File: src/rtl/core/urm_ram.sv
`timescale 1ns / 1ps
// ----------------------------------------------------------------------------
// urm_ram
// Generic simple dual-port RAM, one write port, one registered read port.
// ----------------------------------------------------------------------------
module urm_ram #(
	parameter int WIDTH = 64,
	parameter int DEPTH = 32
) (
	input  logic                     clk,
	input  logic                     we,
	input  logic [$clog2(DEPTH)-1:0] waddr,
	input  logic [WIDTH-1:0]         wdata,
	input  logic [$clog2(DEPTH)-1:0] raddr,
	output logic [WIDTH-1:0]         rdata
);

	logic [WIDTH-1:0] mem [DEPTH];
	logic [WIDTH-1:0] rdata_q;

	always_ff @(posedge clk) begin
		if (we) begin
			mem[waddr] <= wdata;
		end
		rdata_q <= mem[raddr];
	end

	assign rdata = rdata_q;

endmodule

File: config.mk
export PLATFORM = sky130hd
export DESIGN_NAME = urm_ram
export DESIGN_NICKNAME = d
export VERILOG_FILES = /design/src/rtl/core/urm_ram.sv
export SDC_FILE = /design/constraint.sdc
export NUM_CORES = 2
export LEC_CHECK = 0
export BUFFER_PORTS_ARGS = -buffer_cell sky130_fd_sc_hd__buf_2
export CAP_MARGIN = 20
export CORE_ASPECT_RATIO = 2
export CORE_MARGIN = 3
export CORE_UTILIZATION = 62
export DETAILED_ROUTE_END_ITERATION = 6
export PLACE_DENSITY_LB_ADDON = 0.3
export SYNTH_ARGS = -nofsm -noshare
export SYNTH_HDL_FRONTEND = slang
export SYNTH_SLANG_ARGS = --single-unit
File: constraint.sdc
create_clock -name clk -period 5.09 [get_ports clk]
set_input_delay 0.509 -clock clk [delete_from_list [all_inputs] [get_ports clk]]
set_output_delay 0.509 -clock clk [all_outputs]
set_load 0.01 [all_outputs]
==> impl_metrics.csv <==
group,metric,value,unit
power,p_int,27.2,mW
routing,drt-initial-drc-count,5365,
grt,antenna_found_initial,16,
floorplan,start_util,0.626,
cts,root_buffer,"clkbuf_16",
critical_path,startpoint_type,"input port",
grt,grt-busiest-layer,"met2",
cts,cts_tree,"done",
final_layout,final_core_util,0.699,
grt,grt_max_degree,75,
grt,grt_util_met1,0.413,
floorplan,ioPinCount,140,
synthesis,synth.top_cell.area_share,0.779,
worst_hold_path,hold_path_class,"in -> reg",
synthesis,synthesis.nets,3173,
cts,clk_path_buf_depth,3,
final_layout,instances_no_fill,5183,
sta,timing.fmax,418,MHz
floorplan,dieWidth,258,um
power,p_seq_frac,0.567,
power,vdd_drop_max,421,uV
cts,clock_latency,0.79,ns
power,p_comb_frac,0.049,
placed_design,dp.cells,4853,
synthesis,yosys.cell_types.count,31,
cts,hold_buffers,0,
synthesis,yosys_most_used_dff,"edfxtp_1",
grt,grt.met2_usage,0.511,
synthesis,ys_top_cells_by_area,"edfxtp_1 (78%), mux4_2 (17%), dfxtp_1 (1.6%)",
synthesis,ys_seq_elements,2112,
routing,vias_per_cell,7.08,
cts,path_clk_slew,0.07,ns
critical_path,cpMaxStageDelayCell,"mux4_2",
placed_design,pre_cts_ws,1.89,ns
synthesis,synthCells,3097,
synthesis,yosysMostFrequentCell,"edfxtp_1",
grt,grt_pass1_vias,38656,
sta,finalHoldViolations,0,
sta,tightest_slew,1.16,ns
sta,slew_headroom,0.228,
grt,grtUsageMet3,0.0583,
synthesis,seq_area_frac_synth,0.795,
power,p_total,34.3,mW
synthesis,synth_largest_area_cell,"edfxtp_1",
cts,clkSinkCount,2112,
floorplan,dieArea,132000,um^2
final_layout,multi_input_area,15700,um^2
floorplan,std_cell_rows,184,
grt,overflow,0,
sta,finalClockSkew,0.0198,ns
synthesis,yosys-top-cells-count,"edfxtp_1 (2048), mux4_2 (602), mux2_2 (74)",
placed_design,port-buffer-count,139,
sta,setup_viol,0,
critical_path,cpMostUsedCell,"mux4_2",
synthesis,syn_area_per_cell,25.5,um^2
synthesis,synth_edf_count,2048,
routing,final_antenna_net_count,0,
power,clkPwrFrac,0.384,
routing,first_pass_iters,5,
power,switching_share,0.207,
sta,fin_ws,2.70,ns
critical_path,worstPathArrival,3.06,ns
routing,finalWirelength,197,mm
final_layout,area_growth_syn_to_layout,11.6,%
synthesis,yosys_warnings,0,
placed_design,place_congestion,0.766,
sta,post-route-min-period,2.39,ns
power,power_switching,7.09,mW
sta,rsz0062_at_grt,"false",
floorplan,die_h,511,um
final_layout,register_area,62800,um^2
run_status,status,"finished clean",
placed_design,post-dp-hpwl,94.6,mm
grt,grt_pass1_wl,284,mm
synthesis,ys_async_sr_fraction,0,
routing,num_vias,36707,
cts,cts_buffers,168,
grt,grtUsageTotal,0.308,
routing,drc_errors,0,
sta,maxSlewViolCount,0,
sta,period_share,0.470,
run,drv_cap,0,
critical_path,end_kind,"flop",
final_layout,fin_nets,3426,
final_layout,fillers,7091,
critical_path,path_cells,"buf_8 > buf_12 > mux4_2 > mux4_2 > mux2_2",
critical_path,worstSetupPathType,"in -> reg",
cts,htree_levels,4,
critical_path,crit_path_max_incr_delay,0.61,ns
critical_path,critPathRequiredTime,5.76,ns
power,p_per_area,389,nW/um^2
sta,timing.setup.tns,0,ns
final_layout,drive_gt1_frac,0.348,
cts,cts_resized,0,
critical_path,worstPathMaxFanout,69,
cts,post_cts_buffers,0,
routing,post_drt_wl_per_cell,38.1,um
power,leakage,27.5,nW
floorplan,coreArea,126000,um^2
synthesis,netlist_area,79000,um^2
[routing by layer]
metal,part of all wire,up-vias
met1,0.34,19537
met3,0.10,562
li1,-,13957
met5,0.000091,-
met4,0.043,4
met2,0.52,2647
[power groups by stage]
stage | Sequential, mW | Combinational [mW] | Clock [mW]
2_1_floorplan | 19.8 | 0.970 | 0
3_3_place_gp | 19.8 | 1.61 | 0
3_5_place_dp | 19.8 | 1.67 | 0
4_1_cts | 19.4 | 1.70 | 13.3
5_1_grt | 19.4 | 1.79 | 13.9
6_report | 19.4 | 1.69 | 13.2
[cell type report]
class                   instances  area share
flip-flops and latches       2112       0.712
inverters                       1   0.0000426
well taps                    1674      0.0238
diodes                         13    0.000369
repair buffers                239      0.0233
clock inverters                98      0.0103
clock buffers                 218      0.0522
multi-input cells             828       0.178
[worst paths after layout]
check | from | end | slack, ns | cells after the start
hold reg to reg | mem[4][13] | rdata[13] | 0.79 | 3
setup / recovery | raddr[0] | rdata[53] | 2.70 | 5
setup reg to reg | mem[1][22] | rdata[22] | 3.20 | 3
hold / removal | wdata[35] | mem[12][35] | 0.21 | 1
[worst max-delay path: cells and delay by family]
family	cells	cell delay, ns
buf+inv	2	1.00
mux	3	1.41
[cells in the final DEF, fill, tap and decap left out, types with 3 or more instances in the layout]
cell           n
clkbuf_16    173
and2_1         3
mux4_2       602
mux2_2        74
nand3b_1       5
o221ai_1       3
o22ai_1       10
clkbuf_8      10
clkinv_1      16
nor2_4        32
inv_6          9
edfxtp_1    2048
nand2_1        3
clkinv_2      45
buf_8          3
o2bb2ai_1      3
buf_12        45
a211oi_1       3
a22oi_1        3
nor2b_1        4
nor2_1         9
o21ai_0        9
buf_2        134
clkinvlp_4    10
clkbuf_1      35
o211ai_1       3
buf_4         55
mux2i_1       38
o31a_1         3
bufinv_16     14
dfxtp_1       64
a221oi_1      12
diode_2       13
[state kept, by name, summed over array words and instances, names as in the netlist]
register and count:
mem 2048, rdata 64
[logic make-up (layout without fill, tap and decap cells)]
| logic type | after synthesis | after routing | synth area share |
|---|---|---|---|
| simple gates | 64 | 64 | 0.00379 |
| other cells | 0 | 13 | 0 |
| flops | 2112 | 2112 | 0.795 |
| mux | 714 | 714 | 0.187 |
| compound gates | 50 | 50 | 0.00466 |
| buf+inv | 157 | 556 | 0.00944 |
[stage by stage]
| stage | instance area (um^2) | hold slack (ns) |
|---|---|---|
| final | 88100 | 0.205 |
| after global routing | 88100 | 0.194 |
| after CTS | 88100 | 0.146 |
| after detailed placement | 82600 | 0.776 |
| after global placement | 82600 | 0.780 |
| after floorplan | 79000 | 0.608 |
Power figures use the tool's default switching activity.
