`config.mk`:
```
export PLATFORM = sky130hd
export DESIGN_NAME = urm_cmp
export DESIGN_NICKNAME = d
export VERILOG_FILES = /design/src/rtl/core/urm_pkg.sv /design/src/rtl/core/urm_cmp.sv
export SDC_FILE = /design/constraint.sdc
export NUM_CORES = 1
export LEC_CHECK = 0
export BUFFER_PORTS_ARGS = -buffer_cell sky130_fd_sc_hd__buf_4
export CELL_PAD_IN_SITES_DETAIL_PLACEMENT = 0
export CELL_PAD_IN_SITES_GLOBAL_PLACEMENT = 2
export CORE_ASPECT_RATIO = 0.5
export CORE_MARGIN = 2
export CORE_UTILIZATION = 28
export DETAILED_ROUTE_END_ITERATION = 16
export GPL_ROUTABILITY_DRIVEN = 0
export PLACE_DENSITY = 0.84
export REMOVE_ABC_BUFFERS = 1
export SLEW_MARGIN = 15
export SYNTH_ARGS = -nofsm -noshare
export SYNTH_HDL_FRONTEND = slang
export SYNTH_SLANG_ARGS = --single-unit
```
`constraint.sdc`:
```
create_clock -name vclk -period 8.3
set_input_delay 2.49 -clock vclk [all_inputs]
set_output_delay 2.49 -clock vclk [all_outputs]
set_load 0.05 [all_outputs]
```
`src/rtl/core/urm_pkg.sv`:
```
`timescale 1ns / 1ps
// ----------------------------------------------------------------------------
// urm_pkg
// Shared types and constants of the UID range set merger.
// ----------------------------------------------------------------------------
package urm_pkg;

	localparam int CAPACITY_DEF = 32;
	localparam int MAX_OUT      = 32;
	localparam int UID_W        = 32;
	localparam int ENT_W        = 2 * UID_W;

	localparam logic [1:0] KIND_INSERT  = 2'd0;
	localparam logic [1:0] KIND_READOUT = 2'd1;
	localparam logic [1:0] KIND_CLEAR   = 2'd2;

	typedef struct packed {
		logic             below;
		logic             overlap;
		logic [UID_W-1:0] new_lo;
		logic [UID_W-1:0] new_hi;
	} cmp_res_t;

endpackage

```
`src/rtl/core/urm_cmp.sv`:
```
`timescale 1ns / 1ps
// ----------------------------------------------------------------------------
// urm_cmp
// Shared range compare unit: position of a stored range against the pending
// range, and the union of both.
// ----------------------------------------------------------------------------
module urm_cmp import urm_pkg::*; (
	input  logic [ENT_W-1:0] ent,
	input  logic [UID_W-1:0] lo,
	input  logic [UID_W-1:0] hi,
	output cmp_res_t         res
);

	logic [UID_W-1:0] ent_lo;
	logic [UID_W-1:0] ent_hi;

	assign ent_lo = ent[UID_W-1:0];
	assign ent_hi = ent[ENT_W-1:UID_W];

	always_comb begin
		// 33-bit sums so touching ranges never wrap
		res.below   = ({1'b0, ent_hi} + 33'd1) < {1'b0, lo};
		res.overlap = {1'b0, ent_lo} <= ({1'b0, hi} + 33'd1);
		res.new_lo  = (ent_lo < lo) ? ent_lo : lo;
		res.new_hi  = (ent_hi > hi) ? ent_hi : hi;
	end

endmodule

```
==> results of run 1 <==
-- routing by layer --
layer	vias up	part of all wire, %
met2	95	45
met5	-	0
met1	2354	51
met4	0	0
met3	0	3.7
li1	2640	-
-- cells in the mapped netlist, drive strengths merged, types with 2 or more instances --
cell	number
ha	128
inv	67
mux2	63
xnor2	51
a21oi	38
nand2	36
nand4	32
nand3	30
nor2	30
a21o	26
o21ai	17
nor3	11
nor4	9
xor2	9
and3	7
buf	6
a211oi	5
and4	5
nor2b	5
a221oi	3
o211ai	3
a21boi	2
a221o	2
a31oi	2
nand2b	2
o21bai	2
o31ai	2
-- cell type report --
type / instances / area, sq um / share of cell area (%)
inverters: 67 / 251 / 3.82
multi-input cells: 531 / 4480 / 68.0
well taps: 227 / 284 / 4.31
repair buffers: 208 / 1570 / 23.9
-- worst max-delay path, stage by stage --
cell,delay (ns)
buf_4,0.11
nand4_1,0.25
nor4_1,0.37
buf_4,0.20
or3b_2,0.45
xnor2_1,0.14
ha_1,0.30
nand4_1,0.18
nor4_4,0.37
o21ai_0,0.26
a31o_2,0.30
buf_4,0.19
-- path summary, 6_finish.rpt --
| check | startpoint | endpoint | slack [ns] | cells past startpoint |
|---|---|---|---|---|
| hold / removal | lo[18] | res[50] | 5.37 | 3 |
| setup / recovery | hi[7] | res[64] | 0.19 | 12 |
-- cells by family after synthesis --
kind of cell | after synthesis | share of synthesized area (%)
buf+inv | 74 | 6.54
simple gates | 172 | 18.8
mux | 64 | 15.3
fa+ha+maj | 128 | 33.6
compound gates | 107 | 14.6
xor+xnor | 60 | 11.0
-- power groups by stage --
stage | registers [mW] | clock network [mW] | logic (mW)
CTS | 0 | 0 | 0.511
global placement | 0 | 0 | 0.505
finish | 0 | 0 | 0.509
floorplan | 0 | 0 | 0.323
global route | 0 | 0 | 0.552
detailed placement | 0 | 0 | 0.509
-- what timing repair did --
action	4_1_cts	5_1_grt
gates cloned	0	0
hold buffers	0	0
setup endpoints to repair	1	1
pin swaps	0	0
resized for setup	1	3
-- metrics by stage --
| step | power, mW | instance area [sq um] |
|---|---|---|
| 6_report | 0.509 | 6590 |
| 5_1_grt | 0.552 | 6590 |
| 4_1_cts | 0.511 | 6570 |
| 3_5_place_dp | 0.509 | 6570 |
| 3_3_place_gp | 0.505 | 6570 |
| 2_1_floorplan | 0.323 | 4700 |
==> results.md, run 1 <==
- FILL cells: 1760
- Headroom to the max-slew limit: roughly 62%
- Final period utilization: 97.8%
- Final worst slack: 0.186 ns
- Main area contributors after synthesis: ha_1 (34%), mux2_2 (14%), xnor2_1 (9.4%)
- Final core occ: 39.9%
- Fraction of layout cells with a size suffix above 1: 35.1%
- Kind of critical path: in2out
- FF+latch count: 0
- Final WL: 17.1 mm
- Post-synth top area share: 33.6%
- Register area: 0 sq um
- Avg Cell Area, Syn: 7.87 sq um
- Combinational power share: 100.0%
- GRT met3 Usage: 0.510%
- Crit end category: primary output
- Slew @ Worst Pin: 0.565 ns
- CP required: 5.81 ns
- Pins over their slew limit: 0
- Total Routing Usage GR: 18.0%
- Via Count: 5089
- Row cnt: 33
- Die Wd: 188 microns
- MaxCap Viol Count: 0
- Crit path time final: 8.11 ns
- Wirelength per Cell: about 17 microns
- Biggest area consumer among synthesized cells: ha_1
- Die height: 96.2 microns
- Met2 Resource Use GR: 30.6%
- Boundary Pins: 194
- DR pass1 iterations: 4
- Status: complete, no violations
- Largest net degree at the start of global routing: 19
- Post-CTS setup buffers: 0
- Sw Share: 59.7%
- Cell Area, Synth: 0.00476 sq mm
- Hpwl dp: 15.4 mm
- Register share of total power: 0%
- Initial Util: 28.8%
- Sequential area share after synthesis: 0%
- Die area: ~0.018 sq mm
- Core area: 0.0165 sq mm
- Pre-CTS WS: -0.171 ns
- Setup TNS: 0 ns
- Grt peak-use layer: met2
- Final setup fails: 0
- Library cells used by synthesis: 47
- # clk buffers: 0
- FMAX: 123 MHz
- CP startpoint kind: input pin
- Ant diodes: 0
- DRC: 0
- Drt initial violations: 200
- Layout net count: 1064
- Initial antenna violation count: 0
- Worst Hold Class: in2out
- Dpl cells: 1033
- P_leak: roughly 3.4 nW
- CP Max Fanout: 4
- Most frequent cells in the layout: buf_4 (207), ha_1 (128), inv_1 (67)
- WP data arrival: 5.62 ns
- Synth Instances: 605
- Net Sw Power: 0.304 mW
- Clock Power Share: 0%
- Synthesis warning total: 0
- Grt met1 use: between 20% and 30%
- Pwr dens: 77.3 mW/mm^2
- Final std cells w/o fill: 1033
- Final hold violations: 0
- Global-route wire length before repair: 26.0 mm
- Maximum VDD drop: 37.1 uV
- Area grow syn2layout: 38.4%
- GR Overflow Total: 0
- Int Pwr: 0.205 mW
- WHS: 5.37 ns
- Post-route ant nets: 0
- Commonest non-fill, non-tap cell in the layout: buf_4
- Via density: 4.93
- Number of port buffers: 194
- Vias in the first global route: 4813
Power figures use the tool's default switching activity.
==> run 2, diff against run 1 <==
--- a/config.mk
+++ b/config.mk
@@ -13,6 +13,7 @@
 export CORE_UTILIZATION = 28
 export DETAILED_ROUTE_END_ITERATION = 16
 export GPL_ROUTABILITY_DRIVEN = 0
+export MAX_ROUTING_LAYER = met4
 export PLACE_DENSITY = 0.84
 export REMOVE_ABC_BUFFERS = 1
 export SLEW_MARGIN = 15
==> run 2 against run 1 <==
Net effect:
- global-route usage rose by 0.55 points
- via count grew 0.16%
- wire length is essentially flat
- cell area did not move
- highest routed layer unchanged
- sequential cell count is the same
==> results.md, run 2 (same netlist as run 1, synthesis figures left out) <==
- Vias in the first global route: a little under 5k
- Final hold violations: 0
- Most frequent cells in the layout: buf_4 (207), ha_1 (128), inv_1 (67)
- CP Max Fanout: 4
- Final setup fails: 0
- FILL cells: 1760
- Critical path cell sequence: buf_4, nand4_1, nor4_1, buf_4, or3b_2, xnor2_1, ha_1, nand4_1, nor4_4, o21ai_0, a31o_2, buf_4
- MaxCap Viol Count: 0
- Global-route wire length before repair: between 20 and 30 mm
- Final period utilization: about 100%
- Headroom to the max-slew limit: 61.5%
- Die Wd: ~190 microns
- CP max stage cell: or3b_2
- Number of port buffers: slightly below 200
- Area grow syn2layout: 38.4%
- DR pass1 iterations: 4
- Row cnt: 33
- Initial antenna violation count: 0
- Critical Path Most Common Cell: buf_4
- Crit path time final: 8.14 ns
- FMAX: between 100 and 150 MHz
- Die area: ~0.018 sq mm
- Boundary Pins: 194
- Via density: a little under 5
- WP data arrival: 5.65 ns
- Pins over their slew limit: 0
- Crit end category: primary output
- Ant diodes: 0
- # clk buffers: 0
- CP startpoint kind: input pin
- FF+latch count: 0
- Total Routing Usage GR: 18.5%
- Final WL: 17.1 mm
- Slew @ Worst Pin: around 0.57 ns
- Worst Hold Class: in2out
- Kind of critical path: in2out
- WHS: 5.37 ns
- Core area: 0.0165 sq mm
- Maximum VDD drop: 37.0 uV
- Pwr dens: 77.2 mW/mm^2
- Worst stage delay on the critical path: 0.45 ns
- Final core occ: between 30 and 40%
- Die height: 96.2 microns
- DRC: 0
- Post-CTS setup buffers: 0
- Post-CTS Hold Buffers: 0
- Commonest non-fill, non-tap cell in the layout: buf_4
- Hpwl dp: 15.4 mm
- Wirelength per Cell: between 15 and 20 microns
- Fraction of layout cells with a size suffix above 1: 35.1%
- Drt initial violations: 235
- Layout net count: 1064
- CTS resizes: 1
- Post-route ant nets: 0
- Via Count: 5097
- Dpl cell area: 0.00657 sq mm
- GR Overflow Total: 0
- CP required: 5.81 ns
- Fin area: 0.00659 sq mm
- Initial Util: between 20 and 30%
- Status: complete, no violations
- Largest net degree at the start of global routing: 19
- P_leak: 3.37 nW
- Register area: 0 sq um
run 2: worst paths after layout:
path	endpoint	slack, ns	from	depth (start not counted)
worst max-delay path	res[64]	0.16	hi[7]	12
worst min-delay path	res[18]	5.37	hi[18]	3
run 2: routing by layer:
layer  part of all wire [%]  wire (microns)  GRT usage [%]
met2                     45            7670           30.6
met4                      0               0              0
met3                    3.1             533          0.437
met5                      0               0              -
met1                     52            8930           26.9
run 2: per-stage QoR:
| stage | setup TNS [ns] | cells | setup slack, ns | total power [mW] |
|---|---|---|---|---|
| 2_1_floorplan | 0 | 598 | 0.385 | 0.323 |
| 3_3_place_gp | -0.151 | 1033 | -0.151 | 0.505 |
| 3_5_place_dp | -0.171 | 1033 | -0.171 | 0.509 |
| 4_1_cts | 0 | 1033 | 0.0249 | 0.511 |
| 5_1_grt | -0.00548 | 1033 | -0.00548 | 0.552 |
| 6_report | 0 | 1033 | 0.161 | 0.509 |
run 2: power breakdown:
group	switching (mW)	internal [mW]
Sequential	0	0
Combinational	0.304	0.205
Clock	0	0
run 2: critical path, delay by kind of cell:
family	cells	cell delay, ns
XOR/XNOR	1	0.14
AND/OR/NAND/NOR	5	1.65
AO/OA/AOI/OAI	2	0.57
buffers and inverters	3	0.50
adder cells (fa/ha/maj)	1	0.30
run 2: cell type report:
type | count | area, sq um | share of cell area, %
Multi-Input combinational cell | 531 | 4480 | 68.0
Timing Repair Buffer | 208 | 1570 | 23.9
Inverter | 67 | 251 | 3.82
Tap cell | 227 | 284 | 4.31
==> run 3, diff against run 2 <==
--- a/config.mk
+++ b/config.mk
@@ -5,7 +5,7 @@
 export SDC_FILE = /design/constraint.sdc
 export NUM_CORES = 1
 export LEC_CHECK = 0
-export BUFFER_PORTS_ARGS = -buffer_cell sky130_fd_sc_hd__buf_4
+export BUFFER_PORTS_ARGS = -buffer_cell sky130_fd_sc_hd__buf_2
 export CELL_PAD_IN_SITES_DETAIL_PLACEMENT = 0
 export CELL_PAD_IN_SITES_GLOBAL_PLACEMENT = 2
 export CORE_ASPECT_RATIO = 0.5
==> run 3 against run 2 <==
Net effect:
- first-iteration DRC count down 36%
- power down 7.4%
- global-route usage down 0.60 points
- cell count up 0.29%
- cell area down 6.4%
- die area unchanged
==> results.md, run 3 (same netlist as run 1, synthesis figures left out) <==
- Largest delay contributor family on the critical path: simple AND/OR/NAND/NOR gates
- CP Max Fanout: 5
- Row cnt: 33
- Wirelength per Cell: 16.1 microns
- Die height: 96.2 microns
- Via Count: between 5k and 6k
- Via density: 4.86
- # clk buffers: 0
- Kind of critical path: in2out
- GR Overflow Total: 0
- CP startpoint kind: input pin
- Met2 Resource Use GR: 29.5%
- DRC: 0
- Total Routing Usage GR: between 10% and 20%
- RSZ-0062 raised after global routing: false
- WHS: 5.44 ns
- Final period utilization: 97.9%
- Layout net count: ~1.1k
- Pins over their slew limit: 0
- WP buf/inv: 3
- Hpwl dp: 15.0 mm
- Final WL: roughly 17 mm
- FILL cells: roughly 1.8k
- Post-CTS setup buffers: 0
- Global-route wire length before repair: 25.3 mm
- Final std cells w/o fill: slightly above 1k
- Slew @ Worst Pin: 0.645 ns
- Post-route ant nets: 0
- Maximum VDD drop: 36.1 uV
- Commonest non-fill, non-tap cell in the layout: buf_2
- Initial Util: slightly below 30%
- Core area: around 0.017 sq mm
- Dpl cells: 1036
- Worst stage delay on the critical path: 0.45 ns
- Worst Hold Class: in2out
- CP max stage cell: or3b_2
- CP required: 5.81 ns
- FMAX: approximately 120 MHz
- Grt peak-use layer: met2
- Register area: 0 sq um
- Boundary Pins: 194
- Drt initial violations: 150
- Die Wd: 188 microns
- Fraction of layout cells with a size suffix above 1: 35.5%
- Final core occ: 37.4%
- Grt met1 use: 25.8%
- DR pass1 iterations: 4
- Final setup fails: 0
- Crit path time final: 8.12 ns
- FF+latch count: 0
- Ant diodes: 0
- Crit end category: primary output
- Area grow syn2layout: 29.6%
- Largest net degree at the start of global routing: 32
- Final hold violations: 0
- Initial antenna violation count: 0
- WP data arrival: 5.63 ns
- Headroom to the max-slew limit: ~57%
- Most frequent cells in the layout: buf_2 (193), ha_1 (128), inv_1 (67)
- Critical path cell sequence: buf_2, ha_1, nand3_1, nor4_1, buf_4, or3b_2, xnor2_1, ha_1, nand4_1, nor4_4, o21ai_0, a31o_2, buf_2
- Die area: 0.0181 sq mm
- GRT met3 Usage: 0.401%
- Status: complete, no violations
- MaxCap Viol Count: 0
- P_leak: 3.24 nW
- Post-CTS Hold Buffers: 0
- Pwr dens: 76.4 mW/mm^2
- CTS resizes: 1
- Vias in the first global route: 4739
- Number of port buffers: 194
==> run 3: cell count changes in the layout (fill, tap and decap cells not counted), sizes merged <==
cell and delta:
buf +2, clkbuf +1
==> run 3: cell type report <==
cell class,count,area [sq um],share of cell area (%)
Inverter,67,251,4.08
Multi-Input combinational cell,531,4500,72.9
Tap cell,227,284,4.60
Timing Repair Buffer,211,1140,18.5
==> run 3: layer usage <==
metal,routed length (microns),vias to the layer above
li1,-,2643
met4,84,0
met5,0,-
met1,8820,2308
met2,7380,82
met3,433,4
==> run 3: through the flow <==
step / power (mW) / setup TNS [ns] / setup slack, ns / area, sq um
after CTS: 0.473 / 0 / 0.115 / 6140
after global routing: 0.514 / 0 / 0.0138 / 6170
after floorplan: 0.323 / 0 / 0.385 / 4700
final: 0.471 / 0 / 0.178 / 6170
after global placement: 0.467 / -0.0830 / -0.0830 / 6130
after detailed placement: 0.471 / -0.0795 / -0.0795 / 6130
==> run 3: final timing paths <==
check	cells past startpoint	from	end	slack (ns)
worst max-delay path	13	hi[1]	res[64]	0.18
worst min-delay path	3	lo[8]	res[40]	5.44
==> run 3: report_power, final <==
part           internal (mW)  total [mW]  switching, mW
clock                      0           0              0
combinational          0.169       0.471          0.302
sequential                 0           0              0
total                  0.169       0.471          0.302
